[src/sv/isrs_pkg.sv]
package isrs_pkg;

    localparam int unsigned LEN_W = 4;

    // Event codes carried on the input tuser.
    typedef enum logic [1:0] {
        OP_ACCEL_READY = 2'd0,
        OP_GYRO_READY  = 2'd1,
        OP_XFER_DONE   = 2'd2,
        OP_CONSUME     = 2'd3
    } t_op;

    typedef enum logic [1:0] {
        TGT_NONE  = 2'd0,
        TGT_GYRO  = 2'd1,
        TGT_ACCEL = 2'd2,
        TGT_TEMP  = 2'd3
    } t_target;

    typedef enum logic [1:0] {
        REG_ENABLE    = 2'd0,
        REG_GYRO_LEN  = 2'd1,
        REG_ACCEL_LEN = 2'd2,
        REG_TEMP_LEN  = 2'd3
    } t_reg_idx;

    localparam logic [7:0] CMD_NONE  = 8'h00;
    localparam logic [7:0] CMD_GYRO  = 8'h82;
    localparam logic [7:0] CMD_ACCEL = 8'h92;
    localparam logic [7:0] CMD_TEMP  = 8'hA2;

    localparam logic [LEN_W-1:0] GYRO_LEN_RST  = 4'd8;
    localparam logic [LEN_W-1:0] ACCEL_LEN_RST = 4'd9;
    localparam logic [LEN_W-1:0] TEMP_LEN_RST  = 4'd4;

    typedef struct packed {
        logic upd;
        logic flight;
        logic ready;
    } t_flags;

    typedef struct packed {
        t_flags temp;
        t_flags accel;
        t_flags gyro;
    } t_src_state;

    typedef struct packed {
        logic             enable;
        logic [LEN_W-1:0] gyro_len;
        logic [LEN_W-1:0] accel_len;
        logic [LEN_W-1:0] temp_len;
    } t_cfg;

    // Declared MSB first so the packed value is the output tdata layout.
    typedef struct packed {
        logic             temp_updated;
        logic             accel_updated;
        logic             gyro_updated;
        logic             notify_task;
        logic             accel_select_release;
        logic             gyro_select_release;
        logic [7:0]       start_command;
        logic [LEN_W-1:0] start_length;
        t_target          start_target;
    } t_result;

endpackage

[src/sv/imu_spi_read_scheduler.sv]
// A beat accepted on the slave side passes through the input register, then the result
// register, before its result beat appears on the master side.
// Throughput: one beat per cycle unless the master stalls; the engine is combinational.
// Reset (i_rst_n low, synchronous): all source flags clear, both pipeline stages empty,
// enable clears and the lengths return to 8 (gyro), 9 (accel) and 4 (temperature).
module imu_spi_read_scheduler (
    input  logic        i_clk,
    input  logic        i_rst_n,
    // Event stream
    input  logic        i_s_axis_tvalid,
    output logic        o_s_axis_tready,
    input  logic [7:0]  i_s_axis_tdata,   // [0] bus_busy, [3:1] consume_mask, [7:4] zero
    input  logic [1:0]  i_s_axis_tuser,   // [1:0] operation
    // Result stream
    output logic        o_m_axis_tvalid,
    input  logic        i_m_axis_tready,
    output logic [23:0] o_m_axis_tdata,   // [1:0] start_target, [5:2] start_length,
                                          // [13:6] start_command, [14] gyro_select_release,
                                          // [15] accel_select_release, [16] notify_task,
                                          // [17] gyro_updated, [18] accel_updated,
                                          // [19] temp_updated, [23:20] zero
    // Register writes
    input  logic        i_cfg_valid,
    output logic        o_cfg_ready,
    input  logic [1:0]  i_cfg_index,
    input  logic [3:0]  i_cfg_data
);

    // The input stage holds one event beat. It hands the beat to the engine and the
    // result register whenever the result register is empty or being drained, so
    // the slave side stalls only while both stages are full and the master side stalls.

    logic                 r_in_valid;
    isrs_pkg::t_op        r_in_op;
    logic                 r_in_busy;
    logic [2:0]           r_in_mask;

    isrs_pkg::t_src_state r_state;
    isrs_pkg::t_cfg       r_cfg;

    logic                 r_out_valid;
    isrs_pkg::t_result    r_out;

    isrs_pkg::t_src_state n_state;
    isrs_pkg::t_result    n_out;
    logic                 advance;
    logic                 in_take;

    assign advance         = r_in_valid && (!r_out_valid || i_m_axis_tready);
    assign o_s_axis_tready = !r_in_valid || advance;
    assign in_take         = i_s_axis_tvalid && o_s_axis_tready;
    assign o_cfg_ready     = 1'b1;

    isrs_engine u_engine (
        .i_state  (r_state),
        .i_cfg    (r_cfg),
        .i_op     (r_in_op),
        .i_busy   (r_in_busy),
        .i_mask   (r_in_mask),
        .o_state  (n_state),
        .o_result (n_out)
    );

    // Input stage
    always_ff @(posedge i_clk) begin
        if (!i_rst_n) begin
            r_in_valid <= 1'b0;
        end else if (o_s_axis_tready) begin
            r_in_valid <= i_s_axis_tvalid;
        end
        if (in_take) begin
            r_in_op   <= isrs_pkg::t_op'(i_s_axis_tuser);
            r_in_busy <= i_s_axis_tdata[0];
            r_in_mask <= i_s_axis_tdata[3:1];
        end
    end

    // Source flags advance only when the engine's beat moves on.
    always_ff @(posedge i_clk) begin
        if (!i_rst_n) begin
            r_state <= '0;
        end else if (advance) begin
            r_state <= n_state;
        end
    end

    // Result register
    always_ff @(posedge i_clk) begin
        if (!i_rst_n) begin
            r_out_valid <= 1'b0;
        end else if (advance) begin
            r_out_valid <= 1'b1;
        end else if (i_m_axis_tready) begin
            r_out_valid <= 1'b0;
        end
        if (advance) begin
            r_out <= n_out;
        end
    end

    assign o_m_axis_tvalid = r_out_valid;
    assign o_m_axis_tdata  = {4'b0000, r_out};

    // Configuration registers. Written values keep their low bits as they are.
    always_ff @(posedge i_clk) begin
        if (!i_rst_n) begin
            r_cfg.enable    <= 1'b0;
            r_cfg.gyro_len  <= isrs_pkg::GYRO_LEN_RST;
            r_cfg.accel_len <= isrs_pkg::ACCEL_LEN_RST;
            r_cfg.temp_len  <= isrs_pkg::TEMP_LEN_RST;
        end else if (i_cfg_valid && o_cfg_ready) begin
            unique case (isrs_pkg::t_reg_idx'(i_cfg_index))
                isrs_pkg::REG_ENABLE:    r_cfg.enable    <= i_cfg_data[0];
                isrs_pkg::REG_GYRO_LEN:  r_cfg.gyro_len  <= i_cfg_data;
                isrs_pkg::REG_ACCEL_LEN: r_cfg.accel_len <= i_cfg_data;
                isrs_pkg::REG_TEMP_LEN:  r_cfg.temp_len  <= i_cfg_data;
                default: begin
                end
            endcase
        end
    end

`ifndef SYNTHESIS
    // The shared bus carries one read at a time.
    a_one_flight: assert property (@(posedge i_clk) disable iff (!i_rst_n)
        $onehot0({r_state.gyro.flight, r_state.accel.flight, r_state.temp.flight}))
        else $error("more than one source has a read in flight");

    // A started read leaves exactly one source marked in flight.
    a_start_flight: assert property (@(posedge i_clk) disable iff (!i_rst_n)
        (advance && (n_out.start_target != isrs_pkg::TGT_NONE)) |=>
        $onehot({r_state.gyro.flight, r_state.accel.flight, r_state.temp.flight}))
        else $error("started read not marked in flight");

    // A completion that chains no new read leaves the bus free.
    a_done_clears: assert property (@(posedge i_clk) disable iff (!i_rst_n)
        (advance && (r_in_op == isrs_pkg::OP_XFER_DONE) &&
         (n_out.start_target == isrs_pkg::TGT_NONE)) |=>
        ({r_state.gyro.flight, r_state.accel.flight, r_state.temp.flight} == 3'b000))
        else $error("flight flag survived a completion");

    // The slave side stalls only while both stages are full and the master stalls.
    a_stall_cause: assert property (@(posedge i_clk) disable iff (!i_rst_n)
        !o_s_axis_tready |-> (r_in_valid && r_out_valid && !i_m_axis_tready))
        else $error("input stalled without a full pipeline");
`endif

endmodule

[src/sv/isrs_engine.sv]
module isrs_engine (
    input  isrs_pkg::t_src_state i_state,
    input  isrs_pkg::t_cfg       i_cfg,
    input  isrs_pkg::t_op        i_op,
    input  logic                 i_busy,
    input  logic [2:0]           i_mask,
    output isrs_pkg::t_src_state o_state,
    output isrs_pkg::t_result    o_result
);

    isrs_pkg::t_src_state s;
    isrs_pkg::t_result    res;
    logic                 try_start;
    logic                 flying;

    always_comb begin
        s   = i_state;
        res = '0;
        res.start_target  = isrs_pkg::TGT_NONE;
        res.start_command = isrs_pkg::CMD_NONE;

        unique case (i_op)
            isrs_pkg::OP_ACCEL_READY: begin
                // The accel interrupt also covers the temperature register.
                s.accel.ready = 1'b1;
                s.temp.ready  = 1'b1;
            end
            isrs_pkg::OP_GYRO_READY: begin
                s.gyro.ready = 1'b1;
            end
            isrs_pkg::OP_XFER_DONE: begin
                res.gyro_select_release  = s.gyro.flight;
                res.accel_select_release = s.accel.flight | s.temp.flight;
                if (s.gyro.flight) begin
                    s.gyro.flight = 1'b0;
                    s.gyro.upd    = 1'b1;
                end
                if (s.accel.flight) begin
                    s.accel.flight = 1'b0;
                    s.accel.upd    = 1'b1;
                end
                if (s.temp.flight) begin
                    s.temp.flight = 1'b0;
                    s.temp.upd    = 1'b1;
                end
            end
            isrs_pkg::OP_CONSUME: begin
            end
            default: begin
            end
        endcase

        // A completion always tries to chain the next read; ready events need enable.
        try_start = (i_op == isrs_pkg::OP_XFER_DONE) ||
                    ((i_op != isrs_pkg::OP_CONSUME) && i_cfg.enable);
        flying    = s.gyro.flight | s.accel.flight | s.temp.flight;

        if (try_start && !i_busy && !flying) begin
            priority if (s.gyro.ready) begin
                s.gyro.ready       = 1'b0;
                s.gyro.flight      = 1'b1;
                res.start_target   = isrs_pkg::TGT_GYRO;
                res.start_length   = i_cfg.gyro_len;
                res.start_command  = isrs_pkg::CMD_GYRO;
            end else if (s.accel.ready) begin
                s.accel.ready      = 1'b0;
                s.accel.flight     = 1'b1;
                res.start_target   = isrs_pkg::TGT_ACCEL;
                res.start_length   = i_cfg.accel_len;
                res.start_command  = isrs_pkg::CMD_ACCEL;
            end else if (s.temp.ready) begin
                s.temp.ready       = 1'b0;
                s.temp.flight      = 1'b1;
                res.start_target   = isrs_pkg::TGT_TEMP;
                res.start_length   = i_cfg.temp_len;
                res.start_command  = isrs_pkg::CMD_TEMP;
            end else begin
            end
        end

        res.notify_task   = (i_op == isrs_pkg::OP_XFER_DONE) && s.gyro.upd;
        res.gyro_updated  = s.gyro.upd;
        res.accel_updated = s.accel.upd;
        res.temp_updated  = s.temp.upd;

        // Consume reports the flags as they stood, then clears the masked ones.
        if (i_op == isrs_pkg::OP_CONSUME) begin
            if (i_mask[0]) begin
                s.gyro.upd = 1'b0;
            end
            if (i_mask[1]) begin
                s.accel.upd = 1'b0;
            end
            if (i_mask[2]) begin
                s.temp.upd = 1'b0;
            end
        end
    end

    assign o_state  = s;
    assign o_result = res;

endmodule
[config.mk]
export PLATFORM = sky130hd
export DESIGN_NAME = imu_spi_read_scheduler
export DESIGN_NICKNAME = d
export VERILOG_FILES = /design/src/sv/isrs_pkg.sv /design/src/sv/imu_spi_read_scheduler.sv /design/src/sv/isrs_engine.sv
export SDC_FILE = /design/constraint.sdc
export NUM_CORES = 1
export LEC_CHECK = 0
export BUFFER_PORTS_ARGS = -buffer_cell sky130_fd_sc_hd__buf_4
export CAP_MARGIN = 40
export CORE_ASPECT_RATIO = 0.8
export CORE_MARGIN = 10
export CORE_UTILIZATION = 58
export CTS_CLUSTER_SIZE = 8
export DETAILED_ROUTE_END_ITERATION = 8
export PLACE_DENSITY = 0.84
export SYNTH_ARGS = -nofsm -noshare
export SYNTH_HDL_FRONTEND = slang
export SYNTH_HIERARCHICAL = 1
export SYNTH_SLANG_ARGS = --single-unit
export TNS_END_PERCENT = 20
[constraint.sdc]
create_clock -name i_clk -period 5.6 [get_ports i_clk]
set_input_delay 0.56 -clock i_clk [delete_from_list [all_inputs] [get_ports i_clk]]
set_output_delay 0.56 -clock i_clk [all_outputs]
set_load 0.05 [all_outputs]
==> metrics.md, run 1 <==
| Metric | Value |
|---|---|
| Synth warnings | `6` |
| Setup violators final | `0` |
| Post-CTS Resized | `0` |
| Fillers | `287` |
| Comb pwr share | `between 10% and 20%` |
| DR WL/cell | `14.0 microns` |
| Worst r2r dst | `r_state[7]$_SDFFE_PN0P_` |
| Top FF cell, synth | `edfxtp_1` |
| Switching share of power | `between 20% and 30%` |
| Deepest clock path buffer count | `2` |
| First-pass GRT wire length | `~6500 microns` |
| Crit-path max cell delay | `0.64 ns` |
| Syn Inst Count | `209` |
| Clk pwr share | `34.2%` |
| Worst setup path end | `r_state[7]$_SDFFE_PN0P_` |
| Clk pin slew, worst setup/hold paths | `0.08 ns` |
| DR vias | `1,567` |
| Kind of end point of the critical path | `flop` |
| Delay-heaviest family, CP | `simple AND/OR/NAND/NOR gates` |
| Synth Cell Area | `2250 sq um` |
| Final worst slack | `3.52 ns` |
| Pin count of the biggest net entering global routing | `38` |
| ANT cells | `0` |
| Rows | `20` |
| Post CTS Setup Buffer Count | `0` |
| Later-pin clock latency in the skew report | `roughly 0.30 ns` |
| Yosys reg bits | `50` |
| Share of the synthesized area in the top cell type | `34.8%` |
| Layout Cells excl Fill | `288` |
| Sequential power share | `a little over half` |
| Final TNS setup | `0 ns` |
| Final Max Tran Viols | `0` |
| Final period util | `37.2%` |
| Detailed Routing Iterations Pass 1 | `4` |
| Ports | `48` |
| Num CTS Buffers | `5` |
| Ranking of synthesized cells by area | `edfxtp_1 35%, dfxtp_1 21%, mux2i_1 6.2%, nand2_1 6.2%, buf_4 3.7%` |
| Post-place instance area | `between 2000 and 2500 sq um` |
| Share of cells above drive strength 1 | `approximately 25%` |
| CP Buf/Inv Count | `0` |
| Final wirelength | `4030 microns` |
| R2R Setup Slk | `about 3.5 ns` |
| Sequential-to-total area share from yosys stat | `56.2%` |
| Yosys cell types | `35` |
| Slowest cell on crit path | `or4b_4` |
| RR Startpoint | `r_in_op[1]$_DFFE_PP_` |
| Core area | `around 3800 sq um` |
| Die ar. | `6780 sq um` |
| Critical Path, Cell by Cell | `or4b_4 > o32a_4 > o31ai_2 > nand2_1 > mux2i_1` |
| DR vias/cell | `5.44` |
| Dpl cells | `280` |
| Leading area contributor after synthesis | `edfxtp_1` |
| Total power | `0.755 mW` |
| Antenna-violating nets left | `0` |
| Kind of critical path | `flop to flop` |
| DR DRC count | `0` |
| Die height | `roughly 76 microns` |
| Final Skew | `0.00346 ns` |
| Final Net Count | `around 260` |
| CP Depth | `5` |
| Starting Density | `between 50% and 60%` |
| Num Clock Sinks | `50` |
| Global-route congestion overflow total | `0` |
| Finished Cell Area | `2610 sq um` |
| H-tree levels | `2` |
| Most frequent cell after synthesis | `nand2_1` |
| Synthesized area per cell | `10.7 sq um` |
| Placer congestion estimate | `0.805` |
| CP required | `5.84 ns` |
| Initial antenna violation count | `0` |
| Outcome | `complete, no violations` |
| Max frequency | `480 MHz` |
| Max Cap Viol | `0` |
| EDFF count, synth | `26` |
| CTS tree | `done` |
| Gr usage total | `12.5%` |
| PD cells | `289 nW/um^2` |
| Layout area overhead | `16.3%` |
| Worst-margin pin slew | `0.748 ns` |
| Root buffer cell | `clkbuf_8` |
| Minimum clock period after layout | `between 2 and 2.5 ns` |
| Psw | `0.181 mW` |
| Max VDD drop | `between 0.2 and 0.3 mV` |
| Dpl ws | `~3.5 ns` |
| Crit start category | `flop` |
| WP data arrival | `2.32 ns` |
| Final Hold Viols | `0` |
| Die X | `89.6 microns` |
| Hpwl dp | `2840 microns` |
| Leading post-synthesis cells by instance count | `37 x nand2_1, 26 x edfxtp_1, 24 x dfxtp_1` |
| Min-delay src | `i_s_axis_tdata[3]` |
| R2r worst-path depth | `5` |
| Pleak | `roughly 1.0 nW` |
| Cell Int Power | `0.574 mW` |
| Initial detailed-routing violation count | `133` |
| Hold-fix buffers, CTS | `0` |
| Critical path origin | `r_in_op[1]$_DFFE_PP_` |
| I/O Buffers | `38` |
| Asr flop ratio synth | `0%` |
| Max-slew headroom | `approximately half` |
| Vias in the first global route | `1,485` |
| Worst Path Max Fanout | `16` |
| HP Class | `input port to flop` |
| Unrepaired setup endpoints after global routing | `no` |
-- cell families after synthesis --
logic type	after synthesis	share of synthesized area, %
DFF	50	56.2
and+or+nand+nor	80	17.3
muxes	14	6.24
AOI/OAI and AO/OA	40	13.8
other	3	0.501
buffers and inverters	22	6.02
-- registers in the layout, indices dropped and copies added (netlist names) --
name             count
o_m_axis_tdata      20
r_cfg               13
r_state              9
r_in_mask            3
r_in_op              2
o_m_axis_tvalid      1
r_in_busy            1
r_in_valid           1
-- worst min path at each step --
stage	endpoint	slack (ns)	cells after the start
global route	r_in_op[0]$_DFFE_PP_	0.41	1
global placement	r_cfg[2]$_SDFFE_PN1P_	0.46	2
finish	r_in_mask[2]$_DFFE_PP_	0.43	1
detailed placement	r_cfg[10]$_SDFFE_PN0P_	0.47	2
CTS	r_in_mask[2]$_DFFE_PP_	0.42	1
floorplan	r_cfg[12]$_SDFFE_PN0P_	0.43	2
-- routing by layer --
layer,GRT usage (%),wire (microns)
met5,0,0
met4,4.23,50
met3,5.13,249
met2,20.3,1830
met1,14.8,1900
-- power by group through the flow --
stage               Combinational (mW)  Clock [mW]  Sequential, mW
detailed placement              0.0890           0           0.416
CTS                             0.0893       0.263           0.408
global route                    0.0956       0.278           0.410
global placement                0.0877           0           0.416
floorplan                       0.0507           0           0.433
finish                          0.0891       0.258           0.408
-- area by class of cell --
cell class | instances | area, sq um | share of cell area (%)
Clock buffer | 7 | 86.3 | 3.30
Clock inverter | 1 | 30.0 | 1.15
Inverter | 4 | 15.0 | 0.575
Multi-Input combinational cell | 143 | 872 | 33.4
Sequential cell | 50 | 1260 | 48.3
Tap cell | 44 | 55.1 | 2.11
Timing Repair Buffer | 39 | 293 | 11.2
-- stage by stage --
| stage | utilization [%] | hold WS (ns) |
|---|---|---|
| global route | 69.6 | 0.413 |
| finish | 69.6 | 0.430 |
| global placement | 66.5 | 0.459 |
| floorplan | - | 0.430 |
| detailed placement | 66.5 | 0.470 |
| CTS | 69.6 | 0.421 |
-- layout by cell type, fill, tap and decap left out, types with 7 or more instances in the layout --
cell / netlist / routed
a21oi_1: 7 / 7
conb_1: 3 / 9
mux2i_1: 14 / 14
nand3_1: 9 / 9
edfxtp_1: 26 / 26
o21ai_0: 13 / 13
buf_4: 11 / 39
nor2_1: 14 / 14
dfxtp_1: 24 / 24
nand2_1: 37 / 37
Power figures use the tool's default switching activity.
==> run 2: changes to the inputs <==
CORE_UTILIZATION = 54   (was 58)
PLACE_DENSITY = 0.79   (was 0.84)
clock period = 2.1 ns   (was 5.6 ns; I/O delays follow)
==> run 2 against run 1 <==
- maximum frequency grew 12%
- critical path depth is the same
- cell area grew 0.48%
- sequential share of layout area shrank 0.23 points
- first-iteration DRC count grew 23%
- largest power group unchanged
- sequential cell count is the same
- worst hold slack lost 0.35 ns
- sequential power grew to 2.6 times the previous value
- core utilization shrank 2.4 points
==> metrics.md, run 2 (synthesis results as in run 1) <==
| Metric | Value |
|---|---|
| Outcome | `complete, no violations (unchanged)` |
| Initial antenna violation count | `0 (unchanged)` |
| HP Class | `input port to flop (unchanged)` |
| Cell Int Power | `1.38 mW (was 0.574 mW)` |
| Psw | `0.485 mW (was 0.181 mW)` |
| Num Clock Sinks | `50 (unchanged)` |
| Fillers | `337 (was 287)` |
| Final Net Count | `268 (was 264)` |
| Starting Density | `57.5% (was 59.8%)` |
| Later-pin clock latency in the skew report | `0.30 ns (about the same)` |
| Max frequency | `538 MHz (was 480 MHz)` |
| Comb pwr share | `13.5% (was 11.8%)` |
| CP required | `2.33 ns (was 5.84 ns)` |
| DR WL/cell | `13.7 microns (was 14.0 microns)` |
| PD cells | `709 nW/um^2 (was 289 nW/um^2)` |
| Minimum clock period after layout | `1.86 ns (was 2.08 ns)` |
| Die height | `77.7 microns (was 75.7 microns)` |
| Placer congestion estimate | `0.777 (was 0.805)` |
| Commonest non-fill, non-tap cell in the layout | `buf_4 (unchanged)` |
| Pin count of the biggest net entering global routing | `38 (unchanged)` |
| Final period util | `88.5% (was 37.2%)` |
| Num CTS Buffers | `5 (unchanged)` |
| Sequential power share | `58.2% (was 54.0%)` |
| Final wirelength | `4140 microns (was 4030 microns)` |
| Core area | `3900 sq um (was 3750 sq um)` |
| Final Hold Viols | `0 (unchanged)` |
| ANT cells | `0 (unchanged)` |
| I/O Buffers | `38 (unchanged)` |
| Rows | `20 (unchanged)` |
| Share of cells above drive strength 1 | `25.8% (was 24.6%)` |
| Die X | `92.1 microns (was 89.6 microns)` |
| Initial detailed-routing violation count | `164 (was 133)` |
| DR DRC count | `0 (unchanged)` |
| H-tree levels | `2 (unchanged)` |
| Final Skew | `0.00462 ns (was 0.00346 ns)` |
| Worst Path Max Fanout | `8 (was 16)` |
| Dpl cells | `295 (was 280)` |
| Root buffer cell | `clkbuf_8 (unchanged)` |
| Setup violators final | `0 (unchanged)` |
| CTS tree | `done (unchanged)` |
| Final Util | `67.2% (was 69.6%)` |
| Leading cell types in the layout, fill and taps excluded | `43 x buf_4, 37 x nand2_1, 26 x edfxtp_1, 24 x dfxtp_1 (was 39 x buf_4, 37 x nand2_1, 26 x edfxtp_1, 24 x dfxtp_1)` |
| DR vias/cell | `5.15 (was 5.44)` |
| Switching share of power | `26.1% (was 24.0%)` |
| Layout Cells excl Fill | `303 (was 288)` |
| Max VDD drop | `0.506 mV (was 0.281 mV)` |
| Global-route congestion overflow total | `0 (unchanged)` |
| Post-CTS Resized | `0 (unchanged)` |
| Post CTS Setup Buffer Count | `0 (unchanged)` |
| Kind of critical path | `flop to flop (unchanged)` |
| Gr usage total | `11.6% (was 12.5%)` |
| First-pass GRT wire length | `6940 microns (was 6540 microns)` |
| Vias in the first global route | `1,518 (was 1,485)` |
| DR vias | `1,560 (was 1,567)` |
| Hold-fix buffers, CTS | `0 (unchanged)` |
| Hpwl dp | `2960 microns (was 2840 microns)` |
| Antenna-violating nets left | `0 (unchanged)` |
| Final Max Tran Viols | `0 (unchanged)` |
| Max FFs per register | `20 (unchanged)` |
| WP data arrival | `2.09 ns (was 2.32 ns)` |
| Clk pin slew, worst setup/hold paths | `0.08 ns (about the same)` |
| Deepest clock path buffer count | `2 (unchanged)` |
| Detailed Routing Iterations Pass 1 | `4 (unchanged)` |
| Ports | `48 (unchanged)` |
| Die ar. | `7150 sq um (was 6780 sq um)` |
| Max Cap Viol | `0 (unchanged)` |
| Unrepaired setup endpoints after global routing | `no (unchanged)` |
| Pleak | `1.04 nW (about the same)` |
| Kind of end point of the critical path | `flop (unchanged)` |
| Layout area overhead | `16.9% (was 16.3%)` |
| Crit start category | `flop (unchanged)` |
| Final TNS setup | `0 ns (unchanged)` |
| Hold Slack | `0.0807 ns (was 0.430 ns)` |
| Clk pwr share | `28.4% (was 34.2%)` |
-- run 2: cell types whose count changed in the layout (fill, tap and decap cells not counted) --
cell / delta
clkinv_2: +1
clkbuf_1: -1
clkinvlp_4: +1
buf_4: +4
clkbuf_8: -1
clkinv_1: +1
bufinv_16: -1
-- run 2: worst paths after layout --
| kind | from | end | slack (ns) | cells past startpoint |
|---|---|---|---|---|
| min | i_s_axis_tdata[1] | r_in_mask[0]$_DFFE_PP_ | 0.08 | 1 |
| min reg2reg | r_cfg[3]$_SDFFE_PN0P_ | r_cfg[3]$_SDFFE_PN0P_ | 0.47 | 2 |
| max | r_in_busy$_DFFE_PP_ | r_state[7]$_SDFFE_PN0P_ | 0.24 | 5 |
| max reg2reg | r_in_busy$_DFFE_PP_ | r_state[7]$_SDFFE_PN0P_ | 0.24 | 5 |
-- run 2: power by group through the flow --
stage / clock, mW / combinational [mW] / sequential [mW]
after CTS: 0.548 / 0.251 / 1.08
after floorplan: 0 / 0.135 / 1.16
after global routing: 0.580 / 0.270 / 1.09
after detailed placement: 0 / 0.250 / 1.11
after global placement: 0 / 0.246 / 1.10
final: 0.529 / 0.251 / 1.08
-- run 2: per-layer routing --
metal	track usage [%]	up-vias	routed length [microns]
met1	13.7	731	1900
met2	18.9	31	1990
met5	0	-	0
met3	4.62	2	233
met4	4.15	0	12
li1	-	796	-
-- run 2: critical path: stages, from the launching register on --
cell and delay [ns]:
edfxtp_1 0.46, or4b_4 0.57, o32a_4 0.36, o31ai_2 0.21, nand2_1 0.07, mux2i_1 0.12
-- run 2: per-stage QoR --
stage          setup slack, ns  power [mW]  cell area [sq um]
3_5_place_dp             0.234        1.36               2540
4_1_cts                  0.229        1.88               2630
6_report                 0.241        1.86               2630
2_1_floorplan            0.291        1.29               2270
5_1_grt                  0.160        1.94               2630
3_3_place_gp             0.270        1.35               2540
-- run 2: layout make-up --
cell class / count / area, sq um / share of cell area, %
multi-input cells: 143 / 872 / 33.2
clock inverters: 3 / 16.3 / 0.620
well taps: 55 / 68.8 / 2.62
inverters: 4 / 15.0 / 0.572
clock buffers: 5 / 68.8 / 2.62
repair buffers: 43 / 323 / 12.3
flip-flops and latches: 50 / 1260 / 48.0
==> run 3: changes to the inputs <==
ABC_AREA = 1   (was not set)
TNS_END_PERCENT = not set   (was 20)
==> run 3 against run 2 <==
- critical path depth is 4 higher
- die area up 3.9%
- sequential power hardly changed
- clock power shrank 2%
- largest cell class unchanged
- largest power group unchanged
==> metrics.md, run 3 <==
| Metric | Value |
|---|---|
| Num CTS Buffers | `5 (unchanged)` |
| Ports | `48 (unchanged)` |
| Crit-path max cell delay | `0.49 ns (was 0.57 ns)` |
| CP dominant cell by count | `nand2_1` |
| Top FF cell, synth | `edfxtp_1 (unchanged)` |
| Starting Density | `56.1% (was 57.5%)` |
| Placer congestion estimate | `0.824 (was 0.777)` |
| Core area | `4200 sq um (was 3900 sq um)` |
| DR DRC count | `0 (unchanged)` |
| Asr flop ratio synth | `0% (unchanged)` |
| Unrepaired setup endpoints after global routing | `no (unchanged)` |
| Later-pin clock latency in the skew report | `0.30 ns (about the same)` |
| ANT cells | `0 (unchanged)` |
| Final TNS setup | `0 ns (unchanged)` |
| R2r worst-path depth | `9 (was 5)` |
| HP Class | `input port to flop (unchanged)` |
| Kind of critical path | `flop to flop (unchanged)` |
| Gr busiest metal | `met2 (unchanged)` |
| Detailed Routing Iterations Pass 1 | `4 (unchanged)` |
| Ranking of synthesized cells by area | `edfxtp_1 33%, dfxtp_1 20%, nand2_1 9.5%, nor2_1 8.1%, inv_1 7.2% (was edfxtp_1 35%, dfxtp_1 21%, mux2i_1 6.2%, nand2_1 6.2%, buf_4 3.7%)` |
| Max FFs per register | `20 (unchanged)` |
| Final Hold Viols | `0 (unchanged)` |
| Post-CTS Resized | `0 (unchanged)` |
| Vias in the first global route | `1,645 (was 1,518)` |
| Worst hold path depth | `1 (unchanged)` |
| Critical Path, Cell by Cell | `nand2_1 > nand2_1 > nor2_4 > nand3_2 > o21ai_0 > inv_1 > nand3_1 > nand2_1 > nor2_1 (was or4b_4 > o32a_4 > o31ai_2 > nand2_1 > mux2i_1)` |
| Initial antenna violation count | `0 (unchanged)` |
| Met1 Track Usage GR | `16.7% (was 13.7%)` |
| Die ar. | `7430 sq um (was 7150 sq um)` |
| Hold Slack | `0.0783 ns (was 0.0807 ns)` |
| Root buffer cell | `clkbuf_8 (unchanged)` |
| WP data arrival | `1.90 ns (was 2.09 ns)` |
| Share of cells above drive strength 1 | `17.5% (was 25.8%)` |
| Hpwl dp | `3240 microns (was 2960 microns)` |
| Rows | `21 (was 20)` |
| Most frequent cell after synthesis | `nand2_1 (unchanged)` |
| Post CTS Setup Buffer Count | `0 (unchanged)` |
| DR WL/cell | `11.6 microns (was 13.7 microns)` |
| Crit start category | `flop (unchanged)` |
| Leading area contributor after synthesis | `edfxtp_1 (unchanged)` |
| Max frequency | `604 MHz (was 538 MHz)` |
| Finished Cell Area | `2710 sq um (was 2630 sq um)` |
| I/O Buffers | `38 (unchanged)` |
| Sequential-to-total area share from yosys stat | `53.4% (was 56.2%)` |
| Kind of end point of the critical path | `flop (unchanged)` |
| Leading cell types in the layout, fill and taps excluded | `60 x nand2_1, 51 x nor2_1, 45 x inv_1, 40 x buf_4, 26 x edfxtp_1 (was 43 x buf_4, 37 x nand2_1, 26 x edfxtp_1, 24 x dfxtp_1)` |
| Final Util | `64.5% (was 67.2%)` |
| PD cells | `734 nW/um^2 (was 709 nW/um^2)` |
| Deepest clock path buffer count | `2 (unchanged)` |
| CTS tree | `done (unchanged)` |
| Final Net Count | `345 (was 268)` |
| First-pass GRT wire length | `7360 microns (was 6940 microns)` |
| Max Cap Viol | `0 (unchanged)` |
| Max VDD drop | `0.440 mV (was 0.506 mV)` |
| Synth Cell Area | `2360 sq um (was 2250 sq um)` |
| Commonest non-fill, non-tap cell in the layout | `nand2_1 (was buf_4)` |
| Final worst slack | `0.443 ns (was 0.241 ns)` |
| DR vias | `1,840 (was 1,560)` |
| Clk pin slew, worst setup/hold paths | `0.08 ns (about the same)` |
| Final Skew | `0.00345 ns (was 0.00462 ns)` |
| Dpl cells | `374 (was 295)` |
| Final Max Tran Viols | `0 (unchanged)` |
| Outcome | `complete, no violations (unchanged)` |
| Yosys cell types | `25 (was 35)` |
| Yosys reg bits | `50 (unchanged)` |
| Fillers | `380 (was 337)` |
| Die height | `79.1 microns (was 77.7 microns)` |
| Post-place instance area | `2630 sq um (was 2540 sq um)` |
| Leading post-synthesis cells by instance count | `60 x nand2_1, 51 x nor2_1, 45 x inv_1 (was 37 x nand2_1, 26 x edfxtp_1, 24 x dfxtp_1)` |
| H-tree levels | `2 (unchanged)` |
| Layout Cells excl Fill | `382 (was 303)` |
| Final wirelength | `4440 microns (was 4140 microns)` |
| Layout area overhead | `14.8% (was 16.9%)` |
| Hold-fix buffers, CTS | `0 (unchanged)` |
| Slowest cell on crit path | `edfxtp_1 (was or4b_4)` |
| Synthesized area per cell | `8.17 sq um (was 10.7 sq um)` |
| Gr usage total | `12.1% (was 11.6%)` |
| Dpl ws | `0.462 ns (was 0.234 ns)` |
| Met3 Track Usage GR | `3.76% (was 4.62%)` |
| Final period util | `78.9% (was 88.5%)` |
| EDFF count, synth | `26 (unchanged)` |
| Pin count of the biggest net entering global routing | `24 (was 38)` |
| Met2 Use GR | `16.7% (was 18.9%)` |
| Worst Path Max Fanout | `11 (was 8)` |
| Synth warnings | `6 (unchanged)` |
| Pleak | `1.27 nW (was 1.04 nW)` |
| Antenna-violating nets left | `0 (unchanged)` |
| Num Clock Sinks | `50 (unchanged)` |
| Initial detailed-routing violation count | `141 (was 164)` |
| DR vias/cell | `4.82 (was 5.15)` |
| Syn Inst Count | `289 (was 209)` |
| Total power | `1.99 mW (was 1.86 mW)` |
| CP required | `2.34 ns (was 2.33 ns)` |
| Die X | `93.9 microns (was 92.1 microns)` |
| Global-route congestion overflow total | `0 (unchanged)` |
| Setup violators final | `0 (unchanged)` |
| Minimum clock period after layout | `1.66 ns (was 1.86 ns)` |
| Share of the synthesized area in the top cell type | `33.1% (was 34.8%)` |
-- run 3: changes by cell type in the layout (fill, tap and decap cells not counted), sizes merged, moves of 12 or more --
cell   before  now
inv         4   46
nor2       14   52
nand2      37   63
mux2i      14    0
a21oi       7   19
nand3       9   21
-- run 3: cell families (layout without fill, tap and decap cells) --
kind of cell	after synthesis	count (layout)	share of synthesized area, %
AND/OR/NAND/NOR	145	145	26.4
buffers and inverters	64	94	12.8
flip-flops	50	50	53.4
AO/OA/AOI/OAI	27	27	6.95
other	3	9	0.477
-- run 3: final timing paths --
kind | startpoint | to | slack, ns
setup reg to reg | r_in_op[1]$_DFFE_PP_ | r_state[1]$_SDFFE_PN0P_ | 0.44
hold reg to reg | r_cfg[4]$_SDFFE_PN1P_ | r_cfg[4]$_SDFFE_PN1P_ | 0.47
setup / recovery | r_in_op[1]$_DFFE_PP_ | r_state[1]$_SDFFE_PN0P_ | 0.44
hold / removal | i_s_axis_tdata[1] | r_in_mask[0]$_DFFE_PP_ | 0.08
-- run 3: worst max-delay path: cells and delay by family (launching register included) --
family / cells / cell delay (ns)
and+or+nand+nor: 7 / 0.83
buffers and inverters: 1 / 0.06
AOI/OAI and AO/OA: 1 / 0.24
DFF: 1 / 0.49
-- run 3: routing by layer --
layer,vias to the layer above,share of wire (%)
li1,955,-
met5,-,0
met3,10,7.6
met4,0,1.8
met2,69,42
met1,806,48
-- run 3: where the power goes --
part / leakage [nW] / total, mW / internal [mW] / switching [mW]
combinational: 0.778 / 0.358 / 0.111 / 0.247
clock: 0.0426 / 0.520 / 0.229 / 0.290
sequential: 0.448 / 1.11 / 1.08 / 0.0289
total: 1.27 / 1.99 / 1.42 / 0.566
-- run 3: layout make-up --
class | instances | area [sq um] | area share (%)
inverter | 46 | 173 | 6.37
multi-input combinational | 181 | 823 | 30.4
timing repair buffer | 40 | 300 | 11.1
tap | 57 | 71.3 | 2.63
clock buffer | 6 | 72.6 | 2.68
clock inverter | 2 | 8.76 | 0.323
sequential | 50 | 1260 | 46.5
